### config.mk
export PLATFORM = sky130hd
export DESIGN_NAME = lrgd_ctrl
export DESIGN_NICKNAME = d
export VERILOG_FILES = /design/src/sv/lrgd_pkg.sv /design/src/sv/lrgd_ctrl.sv
export SDC_FILE = /design/constraint.sdc
export NUM_CORES = 1
export LEC_CHECK = 0
export ABC_AREA = 1
export ABC_CLOCK_PERIOD_IN_PS = 3000
export BUFFER_PORTS_ARGS = -buffer_cell sky130_fd_sc_hd__buf_4
export CAP_MARGIN = 20
export CORE_UTILIZATION = 35
export CTS_BUF_LIST = sky130_fd_sc_hd__clkbuf_8 sky130_fd_sc_hd__clkbuf_16
export DETAILED_ROUTE_END_ITERATION = 6
export SETUP_SLACK_MARGIN = 0.2
export SLEW_MARGIN = 20
export SYNTH_ARGS = -nofsm -noshare
export SYNTH_HDL_FRONTEND = slang
export SYNTH_SLANG_ARGS = --single-unit
### constraint.sdc
create_clock -name clock -period 3 [get_ports clock]
set_input_delay 0.15 -clock clock [delete_from_list [all_inputs] [get_ports clock]]
set_output_delay 0.15 -clock clock [all_outputs]
set_load 0.01 [all_outputs]
### src/sv/lrgd_pkg.sv
// ----------------------------------------------------------------------------
// lrgd_pkg
// Shared constants, codes and controller/datapath interface types for the
// logistic regression gradient step block.
// ----------------------------------------------------------------------------
package lrgd_pkg;

   localparam int MAX_POINTS = 1024;
   localparam int ADDR_W     = (MAX_POINTS > 1) ? $clog2(MAX_POINTS) : 1;
   localparam int CNT_W      = $clog2(MAX_POINTS + 1);
   // error (18 bit) times feature (16 bit), summed over every point
   localparam int GRAD_W     = 34 + CNT_W;
   // one cost term stays below 2^21
   localparam int COST_W     = (21 + CNT_W > 33) ? 21 + CNT_W : 33;

   localparam int LOG_ITERS  = 16;
   localparam int SQRT_ITERS = 32;
   localparam int DIV_ITERS  = 54;
   localparam int ITER_W     = 6;

   localparam logic [15:0] LN2_Q16 = 16'd45426;

   localparam logic [15:0] LEARN_RATE_RESET  = 16'd655;
   localparam logic [31:0] INIT_WEIGHT_RESET = 32'd33554432;

   typedef enum logic [1:0] {
      OP_LOAD  = 2'd0,
      OP_STEP  = 2'd1,
      OP_CLEAR = 2'd2
   } op_type;

   typedef enum logic [1:0] {
      CSR_LEARN_RATE  = 2'd0,
      CSR_INIT_BIAS   = 2'd1,
      CSR_INIT_ONE    = 2'd2,
      CSR_INIT_TWO    = 2'd3
   } csr_index_type;

   typedef struct packed {
      logic              load;
      logic              clear;
      logic              acc_clear;
      logic              mem_read;
      logic              mul1;
      logic              mul2;
      logic              zsum;
      logic              sig;
      logic              grad1;
      logic              grad2;
      logic              log_iter;
      logic              log_acc;
      logic              mag_init;
      logic              mag_shift;
      logic              sq_acc;
      logic              sqrt_init;
      logic              sqrt_iter;
      logic              div_init;
      logic              div_iter;
      logic              update;
      logic              out_load;
      logic [ADDR_W-1:0] addr;
      logic [1:0]        sel;
   } lrgd_cmd_type;

   typedef struct packed {
      logic [CNT_W-1:0] count;
      logic             max_big;
      logic             grad_zero;
   } lrgd_status_type;

endpackage

### src/sv/lrgd_ctrl.sv
// ----------------------------------------------------------------------------
// lrgd_ctrl
// Sequencer for load, clear and gradient step words; issues datapath commands.
// ----------------------------------------------------------------------------
module lrgd_ctrl import lrgd_pkg::*; (
   input  logic            clock,
   input  logic            reset,
   input  logic            req_valid,
   output logic            req_stall,
   input  logic [1:0]      req_opcode,
   output logic            rsp_valid,
   input  logic            rsp_stall,
   input  lrgd_status_type status,
   output lrgd_cmd_type    cmd
);

   typedef enum logic [18:0] {
      S_IDLE   = 19'h00001,
      S_READ   = 19'h00002,
      S_MUL1   = 19'h00004,
      S_MUL2   = 19'h00008,
      S_ZSUM   = 19'h00010,
      S_SIG    = 19'h00020,
      S_GRAD1  = 19'h00040,
      S_GRAD2  = 19'h00080,
      S_LOGIT  = 19'h00100,
      S_LOGACC = 19'h00200,
      S_MAG    = 19'h00400,
      S_SHIFT  = 19'h00800,
      S_SQ     = 19'h01000,
      S_SQRTI  = 19'h02000,
      S_SQRT   = 19'h04000,
      S_DIVI   = 19'h08000,
      S_DIV    = 19'h10000,
      S_UPD    = 19'h20000,
      S_OUT    = 19'h40000
   } state_type;

   state_type         state_ff, state_in;
   logic [CNT_W-1:0]  idx_ff, idx_in;
   logic [ITER_W-1:0] it_ff, it_in;
   logic [1:0]        sel_ff, sel_in;
   logic              rsp_valid_ff, rsp_valid_in;

   always_comb begin
      state_in  = state_ff;
      idx_in    = idx_ff;
      it_in     = it_ff;
      sel_in    = sel_ff;
      cmd       = '0;
      cmd.addr  = idx_ff[ADDR_W-1:0];
      cmd.sel   = sel_ff;
      req_stall = 1'b1;
      case (state_ff)
         S_IDLE: begin
            req_stall = 1'b0;
            if (req_valid) begin
               case (req_opcode)
                  OP_LOAD:  cmd.load  = 1'b1;
                  OP_CLEAR: cmd.clear = 1'b1;
                  OP_STEP: begin
                     cmd.acc_clear = 1'b1;
                     idx_in        = '0;
                     state_in      = (status.count == '0) ? S_MAG : S_READ;
                  end
                  default: ;
               endcase
            end
         end
         S_READ: begin
            cmd.mem_read = 1'b1;
            state_in     = S_MUL1;
         end
         S_MUL1: begin
            cmd.mul1 = 1'b1;
            state_in = S_MUL2;
         end
         S_MUL2: begin
            cmd.mul2 = 1'b1;
            state_in = S_ZSUM;
         end
         S_ZSUM: begin
            cmd.zsum = 1'b1;
            state_in = S_SIG;
         end
         S_SIG: begin
            cmd.sig  = 1'b1;
            state_in = S_GRAD1;
         end
         S_GRAD1: begin
            cmd.grad1 = 1'b1;
            state_in  = S_GRAD2;
         end
         S_GRAD2: begin
            cmd.grad2 = 1'b1;
            it_in     = '0;
            state_in  = S_LOGIT;
         end
         S_LOGIT: begin
            cmd.log_iter = 1'b1;
            it_in        = it_ff + 1'b1;
            if (it_ff == ITER_W'(LOG_ITERS - 1)) state_in = S_LOGACC;
         end
         S_LOGACC: begin
            cmd.log_acc = 1'b1;
            idx_in      = idx_ff + 1'b1;
            state_in    = (idx_in == status.count) ? S_MAG : S_READ;
         end
         S_MAG: begin
            cmd.mag_init = 1'b1;
            state_in     = S_SHIFT;
         end
         S_SHIFT: begin
            if (status.grad_zero) begin
               state_in = S_OUT;
            end else if (status.max_big) begin
               cmd.mag_shift = 1'b1;
            end else begin
               sel_in   = 2'd0;
               state_in = S_SQ;
            end
         end
         S_SQ: begin
            cmd.sq_acc = 1'b1;
            sel_in     = sel_ff + 1'b1;
            if (sel_ff == 2'd2) begin
               sel_in   = 2'd0;
               state_in = S_SQRTI;
            end
         end
         S_SQRTI: begin
            cmd.sqrt_init = 1'b1;
            it_in         = '0;
            state_in      = S_SQRT;
         end
         S_SQRT: begin
            cmd.sqrt_iter = 1'b1;
            it_in         = it_ff + 1'b1;
            if (it_ff == ITER_W'(SQRT_ITERS - 1)) state_in = S_DIVI;
         end
         S_DIVI: begin
            cmd.div_init = 1'b1;
            it_in        = '0;
            state_in     = S_DIV;
         end
         S_DIV: begin
            cmd.div_iter = 1'b1;
            it_in        = it_ff + 1'b1;
            if (it_ff == ITER_W'(DIV_ITERS - 1)) state_in = S_UPD;
         end
         S_UPD: begin
            cmd.update = 1'b1;
            if (sel_ff == 2'd2) begin
               state_in = S_OUT;
            end else begin
               sel_in   = sel_ff + 1'b1;
               state_in = S_DIVI;
            end
         end
         S_OUT: begin
            if (!rsp_valid_ff || !rsp_stall) begin
               cmd.out_load = 1'b1;
               state_in     = S_IDLE;
            end
         end
         default: state_in = S_IDLE;
      endcase
   end

   always_comb begin
      rsp_valid_in = rsp_valid_ff;
      if (rsp_valid_ff && !rsp_stall) rsp_valid_in = 1'b0;
      if (cmd.out_load) rsp_valid_in = 1'b1;
   end

   always_ff @(posedge clock) begin
      if (reset) begin
         state_ff     <= S_IDLE;
         idx_ff       <= '0;
         it_ff        <= '0;
         sel_ff       <= '0;
         rsp_valid_ff <= 1'b0;
      end else begin
         state_ff     <= state_in;
         idx_ff       <= idx_in;
         it_ff        <= it_in;
         sel_ff       <= sel_in;
         rsp_valid_ff <= rsp_valid_in;
      end
   end

   assign rsp_valid = rsp_valid_ff;

endmodule

Word level (Yosys, flattened, before mapping)
Index checks and enable logic that the tools add are counted.
Cells by class
  reductions and logical operators: 15
  equality and inequality tests: 37
  multiplexer cells: 51
  add/subtract/negate cells: 3
Operators by type and width (count)
  $pmux W19 S19: 1
  $mux W19: 10
  $mux W11: 4
  $mux W1: 27
  $pmux W11 S2: 1
  $eq A19 B1 Y1 const B: 1
  $eq A19 B10 Y1 const B: 1
  $eq A19 B11 Y1 const B: 1
  $eq A19 B12 Y1 const B: 1
  $eq A19 B13 Y1 const B: 1
  $eq A19 B14 Y1 const B: 1
  $eq A19 B15 Y1 const B: 1
  $eq A19 B16 Y1 const B: 1
  $eq A19 B17 Y1 const B: 1
  $eq A19 B18 Y1 const B: 1
  $eq A19 B19 Y1 const B: 1
  $eq A19 B2 Y1 const B: 1
  $eq A19 B3 Y1 const B: 1
  $eq A19 B4 Y1 const B: 1
  $eq A19 B5 Y1 const B: 1
  $eq A19 B6 Y1 const B: 1
  $eq A19 B7 Y1 const B: 1
  $eq A19 B8 Y1 const B: 1
  $eq A19 B9 Y1 const B: 1
  other kinds (27): 44
Word-level totals
  bits in registers: 39
  bits of input ports: 19

Depth between registers and ports, before layout
Gate-level depths: netlist of run 1.
  depth in word-level cells: 5
  gate-level depth with buffers: 15
  gate-level depth less buffers: 15

Least setup slack after synthesis of run 1
OpenSTA, ideal clock, no wires.
  kind: register -> register
  start point: reg idx_ff[0]
  end point: reg state_ff[1]
  arrival: 1579 ps
  stages on the path, launching flop included: 15
  path buffers: 0
  setup slack: 1293 ps
  library setup time: 128 ps
  cell sequence: dfxtp_1 ha_1 nand2_1 nor2_4 nand2_1 nand2_1 nand2_1 nand2_1 nand2_1 nor2_1 nand2_1 o21ai_0 nand2_1 nand2_1 nor2_1
On the way
  word-level cells in the longest chain between the ends: 4
Ends and longest elaborated chain
  start: declaration: line lrgd_ctrl.sv:40  | logic [CNT_W-1:0] idx_ff, idx_in;
  start signal: assignment: line lrgd_ctrl.sv:185  | idx_ff <= idx_in;
  $add A11 B1 Y11: line lrgd_ctrl.sv:106  | idx_in = idx_ff + 1'b1;
  $eq A11 B11 Y1: line lrgd_ctrl.sv:107  | state_in = (idx_in == status.count) ? S_MAG : S_READ;
  $mux W11: line lrgd_ctrl.sv:107
  $pmux W19 S19: line lrgd_ctrl.sv:54  | case (state_ff)
  end signal: assignment: line lrgd_ctrl.sv:184  | state_ff <= state_in;
  end: declaration: line lrgd_ctrl.sv:39  | state_type state_ff, state_in;
No other way between the ends.
A chain may end at the register's enable or synchronous reset.

==> flow_summary.html, run 1 <==
<table>
<tr><th>Metric</th><th>Value</th></tr>
<tr><th colspan="2">Timing</th></tr>
<tr><td>Total negative slack for setup checks</td><td>0 ps</td></tr>
<tr><td>Count of final max-slew check failures</td><td>0</td></tr>
<tr><td>RSZ-0062 raised after global routing</td><td>no</td></tr>
<tr><td>Worst Slack Setup Final</td><td>972 ps</td></tr>
<tr><td>Worst-Margin Slew</td><td>462 ps</td></tr>
<tr><td>Number of failing setup endpoints in the final timing report</td><td>0</td></tr>
<tr><td>Total count of hold-check failures in the final report</td><td>0</td></tr>
<tr><td>Layout Skew</td><td>7.64 ps</td></tr>
<tr><td>Maximum operating frequency</td><td>493 MHz</td></tr>
<tr><td>Max_slew headroom</td><td>69.1%</td></tr>
<tr><td>Final critical path time including I/O delays and setup</td><td>2030 ps</td></tr>
<tr><td>Final Cycle Share</td><td>67.6%</td></tr>
<tr><th colspan="2">Clock tree</th></tr>
<tr><td>Number of buffers created by CTS</td><td>5</td></tr>
<tr><td>Post-cts gate resize count</td><td>0</td></tr>
<tr><td>Buffers inserted by post-CTS timing repair</td><td>0</td></tr>
<tr><td>Clock latency of the later-clocked register in the worst-skew pair</td><td>290 ps</td></tr>
<tr><td>Clock transition time at the flip-flop clock pins of the worst setup and hold paths</td><td>70 ps</td></tr>
<tr><td>Buffer depth of the longest clock path</td><td>2</td></tr>
<tr><td>Root buffer cell</td><td>clkbuf_8</td></tr>
<tr><td>Num Clock Sinks</td><td>39</td></tr>
<tr><td>Quantity of hold-fixing buffers added after cts</td><td>0</td></tr>
<tr><td>CTS H-tree lvls</td><td>2</td></tr>
<tr><td>Clock tree from TritonCTS</td><td>built</td></tr>
<tr><th colspan="2">Logic synthesis</th></tr>
<tr><td>Most common cell in the synthesized netlist</td><td>nand2_1</td></tr>
<tr><td>Top post-synthesis cells by area</td><td>dfxtp_1, nand2_1, inv_1</td></tr>
<tr><td>Area share of fa/ha/maj cells after synthesis</td><td>2.62%</td></tr>
<tr><td>Largest family of logic cells by synthesized area</td><td>simple AND/OR/NAND/NOR gates</td></tr>
<tr><td>Mean instance size in the synthesized netlist</td><td>6.38 sq um</td></tr>
<tr><td>Share of flip-flops with an asynchronous set or reset after synthesis</td><td>0%</td></tr>
<tr><td>Mapped cell area</td><td>2860 sq um</td></tr>
<tr><td>Synth area leader</td><td>dfxtp_1</td></tr>
<tr><td>Leading post-synthesis cells by instance count</td><td>nand2_1, inv_1, nor2_1, nand3_1, dfxtp_1</td></tr>
<tr><td>Syn_nets</td><td>474</td></tr>
<tr><td>EDFF count, synth</td><td>0</td></tr>
<tr><td>Compound-gate portion of the synthesized area</td><td>8.35%</td></tr>
<tr><td>Share of Yosys cell area claimed by the top area cell type</td><td>27.3%</td></tr>
<tr><td>Proportion of synthesized chip area in sequential cells</td><td>27.3%</td></tr>
<tr><td>Post-synthesis cell count</td><td>449</td></tr>
<tr><td>Xor and xnor fraction of the mapped netlist area</td><td>1.22%</td></tr>
<tr><td>Mux cell area share after synthesis</td><td>0%</td></tr>
<tr><td>Yosys warnings</td><td>0</td></tr>
<tr><td>Most frequently used flop master after synthesis</td><td>dfxtp_1</td></tr>
<tr><td>Unique masters post-synth</td><td>33</td></tr>
<tr><td>Post-synthesis register bit count</td><td>39</td></tr>
<tr><td>Simple-gate share of the synthesized area</td><td>46.5%</td></tr>
<tr><th colspan="2">Place</th></tr>
<tr><td>Placement-stage cell area</td><td>3260 sq um</td></tr>
<tr><td>Number of buffer cells added on primary ports</td><td>53</td></tr>
<tr><td>Pre-CTS worst setup slack</td><td>986 ps</td></tr>
<tr><td>Half-perimeter wire length after placement</td><td>5460 um</td></tr>
<tr><td>Final GP Congestion</td><td>0.853</td></tr>
<tr><th colspan="2">Power and ir drop</th></tr>
<tr><td>Switching component of the power</td><td>0.524 mW</td></tr>
<tr><td>Max IR drop VDD</td><td>0.182 mV</td></tr>
<tr><td>Combinational power share</td><td>36.0%</td></tr>
<tr><td>Leakage power figure</td><td>1.59 nW</td></tr>
<tr><td>Seq pwr share</td><td>41.1%</td></tr>
<tr><td>Total power per unit cell area</td><td>425 nW/um^2</td></tr>
<tr><td>Int Power</td><td>0.891 mW</td></tr>
<tr><td>Proportion of total power due to net switching</td><td>37.0%</td></tr>
<tr><td>Power share of the clock group</td><td>22.9%</td></tr>
<tr><th colspan="2">Setup path</th></tr>
<tr><td>Crit path max fanout</td><td>6</td></tr>
<tr><td>Startpoint type of the worst setup path</td><td>register</td></tr>
<tr><td>Worst setup path category</td><td>register to primary output</td></tr>
<tr><td>Element type at the critical path end</td><td>primary output</td></tr>
<tr><td>Required time reported for the critical path endpoint</td><td>2850 ps</td></tr>
<tr><td>Beginning of the worst register-to-register path</td><td>idx_ff[0]</td></tr>
<tr><td>Worst EP arrival</td><td>1880 ps</td></tr>
<tr><td>Startpoint of the most critical setup path</td><td>state_ff[10]</td></tr>
<tr><th colspan="2">Flow run</th></tr>
<tr><td>Maximum capacitance violations</td><td>0</td></tr>
<tr><th colspan="2">GRT</th></tr>
<tr><td>Global router's overall resource usage</td><td>17.3%</td></tr>
<tr><td>Wire length of the first global-routing pass</td><td>11900 um</td></tr>
<tr><td>GR Overflow Total</td><td>0</td></tr>
<tr><td>Maximum number of pins on one net before global-route repair</td><td>34</td></tr>
<tr><td>Number of antenna violations at the first check in global routing</td><td>0</td></tr>
<tr><td>Vias in the first global route</td><td>2559</td></tr>
<tr><th colspan="2">Floorplanning</th></tr>
<tr><td>Die boundary width</td><td>92.4 um</td></tr>
<tr><td>Number of top-level pins</td><td>54</td></tr>
<tr><td>Die Area</td><td>8550 sq um</td></tr>
<tr><td>Height of the chip</td><td>92.4 um</td></tr>
<tr><td>Total core area</td><td>7810 sq um</td></tr>
<tr><td>Initial Util</td><td>36.7%</td></tr>
<tr><td>Std-Cell Rows</td><td>32</td></tr>
<tr><th colspan="2">Finish</th></tr>
<tr><td>N_diodes</td><td>0</td></tr>
<tr><td>Post-route cell area</td><td>3330 sq um</td></tr>
<tr><td>Post-layout nets</td><td>515</td></tr>
<tr><td>Fraction of final layout cells sized beyond drive strength 1</td><td>20.9%</td></tr>
<tr><td>Growth of design area from synthesis to finish</td><td>16.3%</td></tr>
<tr><th colspan="2">Run status</th></tr>
<tr><td>Outcome</td><td>finished clean</td></tr>
<tr><th colspan="2">Route</th></tr>
<tr><td>Ratio of routed vias to standard cells</td><td>4.70</td></tr>
<tr><td>Number of search-and-repair iterations in the first detailed-routing pass</td><td>4</td></tr>
<tr><td>Routed wire length</td><td>6890 um</td></tr>
<tr><td>Count of vias placed by the detailed router</td><td>2779</td></tr>
<tr><td>Remaining antenna violation count</td><td>0</td></tr>
<tr><td>Starting DRT DRC Count</td><td>122</td></tr>
<tr><td>Number of DRC violations after detailed routing</td><td>0</td></tr>
<tr><td>Routed wire length per instance</td><td>11.7 um</td></tr>
<tr><th colspan="2">Min path</th></tr>
<tr><td>Worst min-delay path class</td><td>input port to register</td></tr>
<tr><td>Critical hold path startpoint</td><td>rsp_stall</td></tr>
</table>
## worst paths after layout
path	cells past startpoint	to	slack (ps)
setup / recovery	8	cmd[31]	970
hold reg to reg	2	rsp_valid	480
hold / removal	3	rsp_valid	140
setup reg to reg	14	state_ff[1]	980
## sequential cells by signal (all words and copies together) (netlist names)
signal and cells:
idx_ff 11, it_ff 6, rsp_valid 1, sel_ff 2, state_ff 19
## placed cells by master (no fill, tap or decap), drive strengths merged
| cell | count |
|---|---|
| xnor2 | 1 |
| nand3 | 49 |
| nand4 | 4 |
| a211oi | 11 |
| nand2 | 118 |
| nor2 | 78 |
| buf | 53 |
| and2 | 1 |
| ha | 6 |
| xor2 | 3 |
| inv | 73 |
| or2 | 1 |
| dfxtp | 39 |
| a31oi | 1 |
| nor4 | 3 |
| clkbuf | 5 |
| nor3 | 14 |
| and3 | 2 |
| o211a | 1 |
| a21oi | 12 |
| o21ai | 10 |
| nand3b | 4 |
## critical path, stage by stage (launching register included)
cell     delay [ps]
dfxtp_1         330
nor2_1          150
nand2_1         130
nor2_4          200
nand2_2          90
nor2_4          160
inv_1           100
nor4_1          230
buf_4           180
## cells by family (layout without fill, tap and decap cells)
| logic type | Yosys count | count (layout) |
|---|---|---|
| buffers and inverters | 91 | 131 |
| adders and majority gates | 6 | 6 |
| and+or+nand+nor | 274 | 274 |
| AOI/OAI and AO/OA | 35 | 35 |
| DFF | 39 | 39 |
| xor gates and xnor gates | 4 | 4 |
## layer usage
| layer | vias to the layer above | track usage [%] | share of wire, % |
|---|---|---|---|
| met4 | 0 | 4.82 | 1.5 |
| met2 | 53 | 28.0 | 45 |
| li1 | 1480 | - | - |
| met3 | 12 | 2.79 | 3.6 |
| met5 | - | 0 | 0 |
| met1 | 1234 | 23.7 | 50 |
## stage by stage
stage          hold WS (ps)  power (mW)  utilization, %  std cells
6_report                138        1.42            42.6        591
5_1_grt                 173        1.52            42.6        591
4_1_cts                 136        1.43            42.6        591
3_5_place_dp            447        1.11            41.7        585
3_3_place_gp            442        1.10            41.7        585
2_1_floorplan           320       0.985               -        449
## final cells by class
cell class,count,area [sq um]
clock buffer,5,68.8
fill,846,4480
tap,102,128
multi-input combinational,319,1680
sequential,39,781
timing repair buffer,53,398
inverter,72,270
clock inverter,1,3.75
## power groups by stage
stage               clock, mW  combinational (mW)  sequential (mW)
global route            0.357               0.573            0.590
detailed placement          0               0.513            0.594
CTS                     0.337               0.515            0.582
floorplan                   0               0.402            0.583
finish                  0.323               0.510            0.582
global placement            0               0.503            0.593
(Power assumes the default switching activity.)
==> run 2, diff against run 1 <==
- ABC_CLOCK_PERIOD_IN_PS: 3000 -> 2100
- clock period: 3 -> 2.1 ns (I/O delays scaled with it)
==> run 2 against run 1 <==
Effect of this change: worst setup slack got worse by 700 ps; register-to-register slack worse by 710 ps; critical path depth grew 5; sequential power is 45% higher; power is 72% higher; clock-buffer cell count unchanged; worst hold slack worse by 58 ps; global-route usage up 0.11 points; wire length is 7.9% higher.
==> flow_summary.html, run 2 (same netlist as run 1, synthesis figures left out) <==
<table>
<tr><th>Metric</th><th>Value</th></tr>
<tr><th colspan="2">Place</th></tr>
<tr><td>Half-perimeter wire length after placement</td><td>5420 um (was 5460 um)</td></tr>
<tr><td>Inst Count DP</td><td>587 (was 585)</td></tr>
<tr><td>Final GP Congestion</td><td>0.872 (was 0.853)</td></tr>
<tr><td>Number of buffer cells added on primary ports</td><td>53 (unchanged)</td></tr>
<tr><th colspan="2">Timing</th></tr>
<tr><td>Final critical path time including I/O delays and setup</td><td>1830 ps</td></tr>
<tr><td>Maximum operating frequency</td><td>547 MHz</td></tr>
<tr><td>Number of failing setup endpoints in the final timing report</td><td>0 (unchanged)</td></tr>
<tr><td>Count of final max-slew check failures</td><td>0 (unchanged)</td></tr>
<tr><td>RSZ-0062 raised after global routing</td><td>yes (was no)</td></tr>
<tr><td>Total negative slack for setup checks</td><td>0 ps (unchanged)</td></tr>
<tr><td>Total count of hold-check failures in the final report</td><td>0 (unchanged)</td></tr>
<tr><td>Worst-Margin Slew</td><td>437 ps (was 462 ps)</td></tr>
<tr><td>Layout Skew</td><td>10.4 ps (was 7.64 ps)</td></tr>
<tr><td>Final Cycle Share</td><td>87.0%</td></tr>
<tr><td>Max_slew headroom</td><td>70.8% (was 69.1%)</td></tr>
<tr><th colspan="2">GRT</th></tr>
<tr><td>Vias in the first global route</td><td>2586 (was 2559)</td></tr>
<tr><td>GR Overflow Total</td><td>0 (unchanged)</td></tr>
<tr><td>Maximum number of pins on one net before global-route repair</td><td>34 (unchanged)</td></tr>
<tr><td>Wire length of the first global-routing pass</td><td>11900 um (about the same)</td></tr>
<tr><td>Number of antenna violations at the first check in global routing</td><td>0 (unchanged)</td></tr>
<tr><td>Global router's overall resource usage</td><td>17.4% (was 17.3%)</td></tr>
<tr><th colspan="2">Clock tree</th></tr>
<tr><td>Num Clock Sinks</td><td>39 (unchanged)</td></tr>
<tr><td>CTS H-tree lvls</td><td>2 (unchanged)</td></tr>
<tr><td>Clock tree from TritonCTS</td><td>built (unchanged)</td></tr>
<tr><td>Clock latency of the later-clocked register in the worst-skew pair</td><td>290 ps (about the same)</td></tr>
<tr><td>Number of buffers created by CTS</td><td>5 (unchanged)</td></tr>
<tr><td>Clock transition time at the flip-flop clock pins of the worst setup and hold paths</td><td>80 ps (was 70 ps)</td></tr>
<tr><td>Buffer depth of the longest clock path</td><td>2 (unchanged)</td></tr>
<tr><td>Quantity of hold-fixing buffers added after cts</td><td>0 (unchanged)</td></tr>
<tr><td>Root buffer cell</td><td>clkbuf_8 (unchanged)</td></tr>
<tr><th colspan="2">Finish</th></tr>
<tr><td>Non-filler instance count after layout</td><td>608 (was 591)</td></tr>
<tr><td>Max FFs per register</td><td>19 (unchanged)</td></tr>
<tr><td>Top reg by flops</td><td>state_ff (unchanged)</td></tr>
<tr><td>Top flop regs</td><td>state_ff (19), idx_ff (11), it_ff (6) (unchanged)</td></tr>
<tr><td>Fraction of final layout cells sized beyond drive strength 1</td><td>29.6% (was 20.9%)</td></tr>
<tr><td>Post-layout nets</td><td>530 (was 515)</td></tr>
<tr><td>Growth of design area from synthesis to finish</td><td>27.7% (was 16.3%)</td></tr>
<tr><td>N_diodes</td><td>0 (unchanged)</td></tr>
<tr><td>Commonest cells after routing, fill and taps aside</td><td>nand2_1, inv_1, buf_4, nor2_1, nand3_1 (was nand2_1, inv_1, nor2_1, buf_4, nand3_1)</td></tr>
<tr><td>Most common cell after layout, fill and taps aside</td><td>nand2_1 (unchanged)</td></tr>
<tr><td>Final standard cell utilization of the core</td><td>46.8% (was 42.6%)</td></tr>
<tr><th colspan="2">Setup path</th></tr>
<tr><td>Slowest-stage cell, CP</td><td>dfxtp_2 (was dfxtp_1)</td></tr>
<tr><td>Startpoint type of the worst setup path</td><td>register (unchanged)</td></tr>
<tr><td>Cell-by-cell trace of the critical path</td><td>nor2_4 &gt; nand2_4 &gt; nor2_8 &gt; nand2_4 &gt; nor2_4 &gt; nand2_2 &gt; nor2_4 &gt; nor2_1 &gt; and2_4 &gt; nand2_4 &gt; inv_2 &gt; nand2_1 &gt; nor2_1 (was nor2_1 &gt; nand2_1 &gt; nor2_4 &gt; nand2_2 &gt; nor2_4 &gt; inv_1 &gt; nor4_1 &gt; buf_4)</td></tr>
<tr><td>Highest cell delay on the worst timing path</td><td>350 ps (was 330 ps)</td></tr>
<tr><td>Required time reported for the critical path endpoint</td><td>2270 ps (was 2850 ps)</td></tr>
<tr><td>Kind of cell adding the most delay to the critical path</td><td>simple AND/OR/NAND/NOR gates (unchanged)</td></tr>
<tr><td>Element type at the critical path end</td><td>register (was primary output)</td></tr>
<tr><td>Worst EP arrival</td><td>1990 ps (was 1880 ps)</td></tr>
<tr><td>Worst setup path category</td><td>register to register (was register to primary output)</td></tr>
<tr><td>Critical path buffers and inverters</td><td>1 (was 2)</td></tr>
<tr><td>Crit path max fanout</td><td>7 (was 6)</td></tr>
<tr><th colspan="2">Route</th></tr>
<tr><td>Remaining antenna violation count</td><td>0 (unchanged)</td></tr>
<tr><td>Routed wire length</td><td>7430 um (was 6890 um)</td></tr>
<tr><td>Count of vias placed by the detailed router</td><td>2870 (was 2779)</td></tr>
<tr><td>Number of DRC violations after detailed routing</td><td>0 (unchanged)</td></tr>
<tr><td>Routed wire length per instance</td><td>12.2 um (was 11.7 um)</td></tr>
<tr><td>Starting DRT DRC Count</td><td>110 (was 122)</td></tr>
<tr><td>Number of search-and-repair iterations in the first detailed-routing pass</td><td>4 (unchanged)</td></tr>
<tr><td>Ratio of routed vias to standard cells</td><td>4.72 (was 4.70)</td></tr>
<tr><th colspan="2">Floorplanning</th></tr>
<tr><td>Die Area</td><td>8550 sq um (unchanged)</td></tr>
<tr><td>Height of the chip</td><td>92.4 um (unchanged)</td></tr>
<tr><td>Die boundary width</td><td>92.4 um (unchanged)</td></tr>
<tr><td>Initial Util</td><td>36.7% (unchanged)</td></tr>
<tr><td>Std-Cell Rows</td><td>32 (unchanged)</td></tr>
<tr><td>Total core area</td><td>7810 sq um (unchanged)</td></tr>
<tr><td>Number of top-level pins</td><td>54 (unchanged)</td></tr>
<tr><th colspan="2">Power and ir drop</th></tr>
<tr><td>Max IR drop VDD</td><td>0.336 mV (was 0.182 mV)</td></tr>
<tr><td>Total power per unit cell area</td><td>665 nW/um^2 (was 425 nW/um^2)</td></tr>
<tr><td>Power share of the clock group</td><td>31.1% (was 22.9%)</td></tr>
<tr><td>Leakage power figure</td><td>1.72 nW (was 1.59 nW)</td></tr>
<tr><td>Proportion of total power due to net switching</td><td>34.3% (was 37.0%)</td></tr>
<tr><td>Combinational power share</td><td>34.3% (was 36.0%)</td></tr>
<tr><td>Seq pwr share</td><td>34.6% (was 41.1%)</td></tr>
<tr><td>Int Power</td><td>1.60 mW (was 0.891 mW)</td></tr>
<tr><td>Switching component of the power</td><td>0.834 mW (was 0.524 mW)</td></tr>
<tr><th colspan="2">Flow run</th></tr>
<tr><td>Maximum capacitance violations</td><td>0 (unchanged)</td></tr>
<tr><th colspan="2">Min path</th></tr>
<tr><td>Worst min-delay path class</td><td>input port to register (unchanged)</td></tr>
<tr><th colspan="2">Run status</th></tr>
<tr><td>Outcome</td><td>finished clean (unchanged)</td></tr>
</table>
## run 2: cell types whose count changed in the layout (fill, tap and decap cells not counted), moves of 2 or more
cell,previous run,this run
nor3_2,0,2
nand2_1,107,104
dfxtp_1,39,25
dfxtp_2,0,13
nand2_4,3,6
nor2_1,59,52
o21ai_0,8,6
nor2_2,9,7
nor2_4,9,18
bufinv_16,0,2
nor3_1,14,12
buf_4,53,67
## run 2: power by group through the flow
stage                     Sequential, mW  Combinational, mW  Clock, mW
after floorplan                    0.833              0.575          0
after global placement             0.845              0.742          0
after detailed placement           0.847              0.748          0
after CTS                          0.829              0.788      0.776
after global routing               0.850              0.923      0.802
final                              0.842              0.835      0.755
## run 2: layout make-up
cell class	count	area [sq um]
clock buffers	5	68.8
clock inverters	3	63.8
fillers	811	4150
inverters	72	273
multi-input cells	319	1800
flip-flops and latches	39	801
well taps	102	128
repair buffers	68	523
## run 2: worst paths after layout
| path | endpoint | start | cells after the start | slack (ps) |
|---|---|---|---|---|
| worst max-delay path | state_ff[1] | state_ff[3] | 13 | 270 |
| worst min-delay path | rsp_valid | rsp_stall | 3 | 80 |
| worst max register to register | state_ff[1] | state_ff[3] | 13 | 270 |
| worst min register to register | rsp_valid | rsp_valid | 2 | 480 |
## run 2: metrics by stage
stage / total power, mW / instance area, sq um / hold WS, ps / worst slack (ps)
CTS: 2.39 / 3450 / 74.9 / 184
global placement: 1.59 / 3280 / 397 / 267
detailed placement: 1.59 / 3280 / 397 / 181
finish: 2.43 / 3660 / 80.0 / 273
floorplan: 1.41 / 2860 / 237 / 393
global route: 2.58 / 3660 / 101 / 148
## run 2: worst reg2reg max path, cell delays in order, from the launching register on
cell and delay (ps):
dfxtp_2 350, nor2_4 140, nand2_4 100, nor2_8 190
nand2_4 90, nor2_4 150, nand2_2 90, nor2_4 150
nor2_1 50, and2_4 170, nand2_4 90, inv_2 50
nand2_1 60, nor2_1 30
## run 2: metal layers
metal  up-vias  GRT usage [%]  wire (um)
li1       1520              -          -
met1      1277           23.8       3580
met2        69           28.3       3450
met3         4           2.38        326
met4         0           5.34         74
met5         -              0          0
## run 2: repair_timing
item,4_1_cts,5_1_grt
setup buffers,4,9
pin swaps,3,20
resized for setup,2,46
endpoints found under the setup margin,2,29
endpoints found under the hold margin,0,0
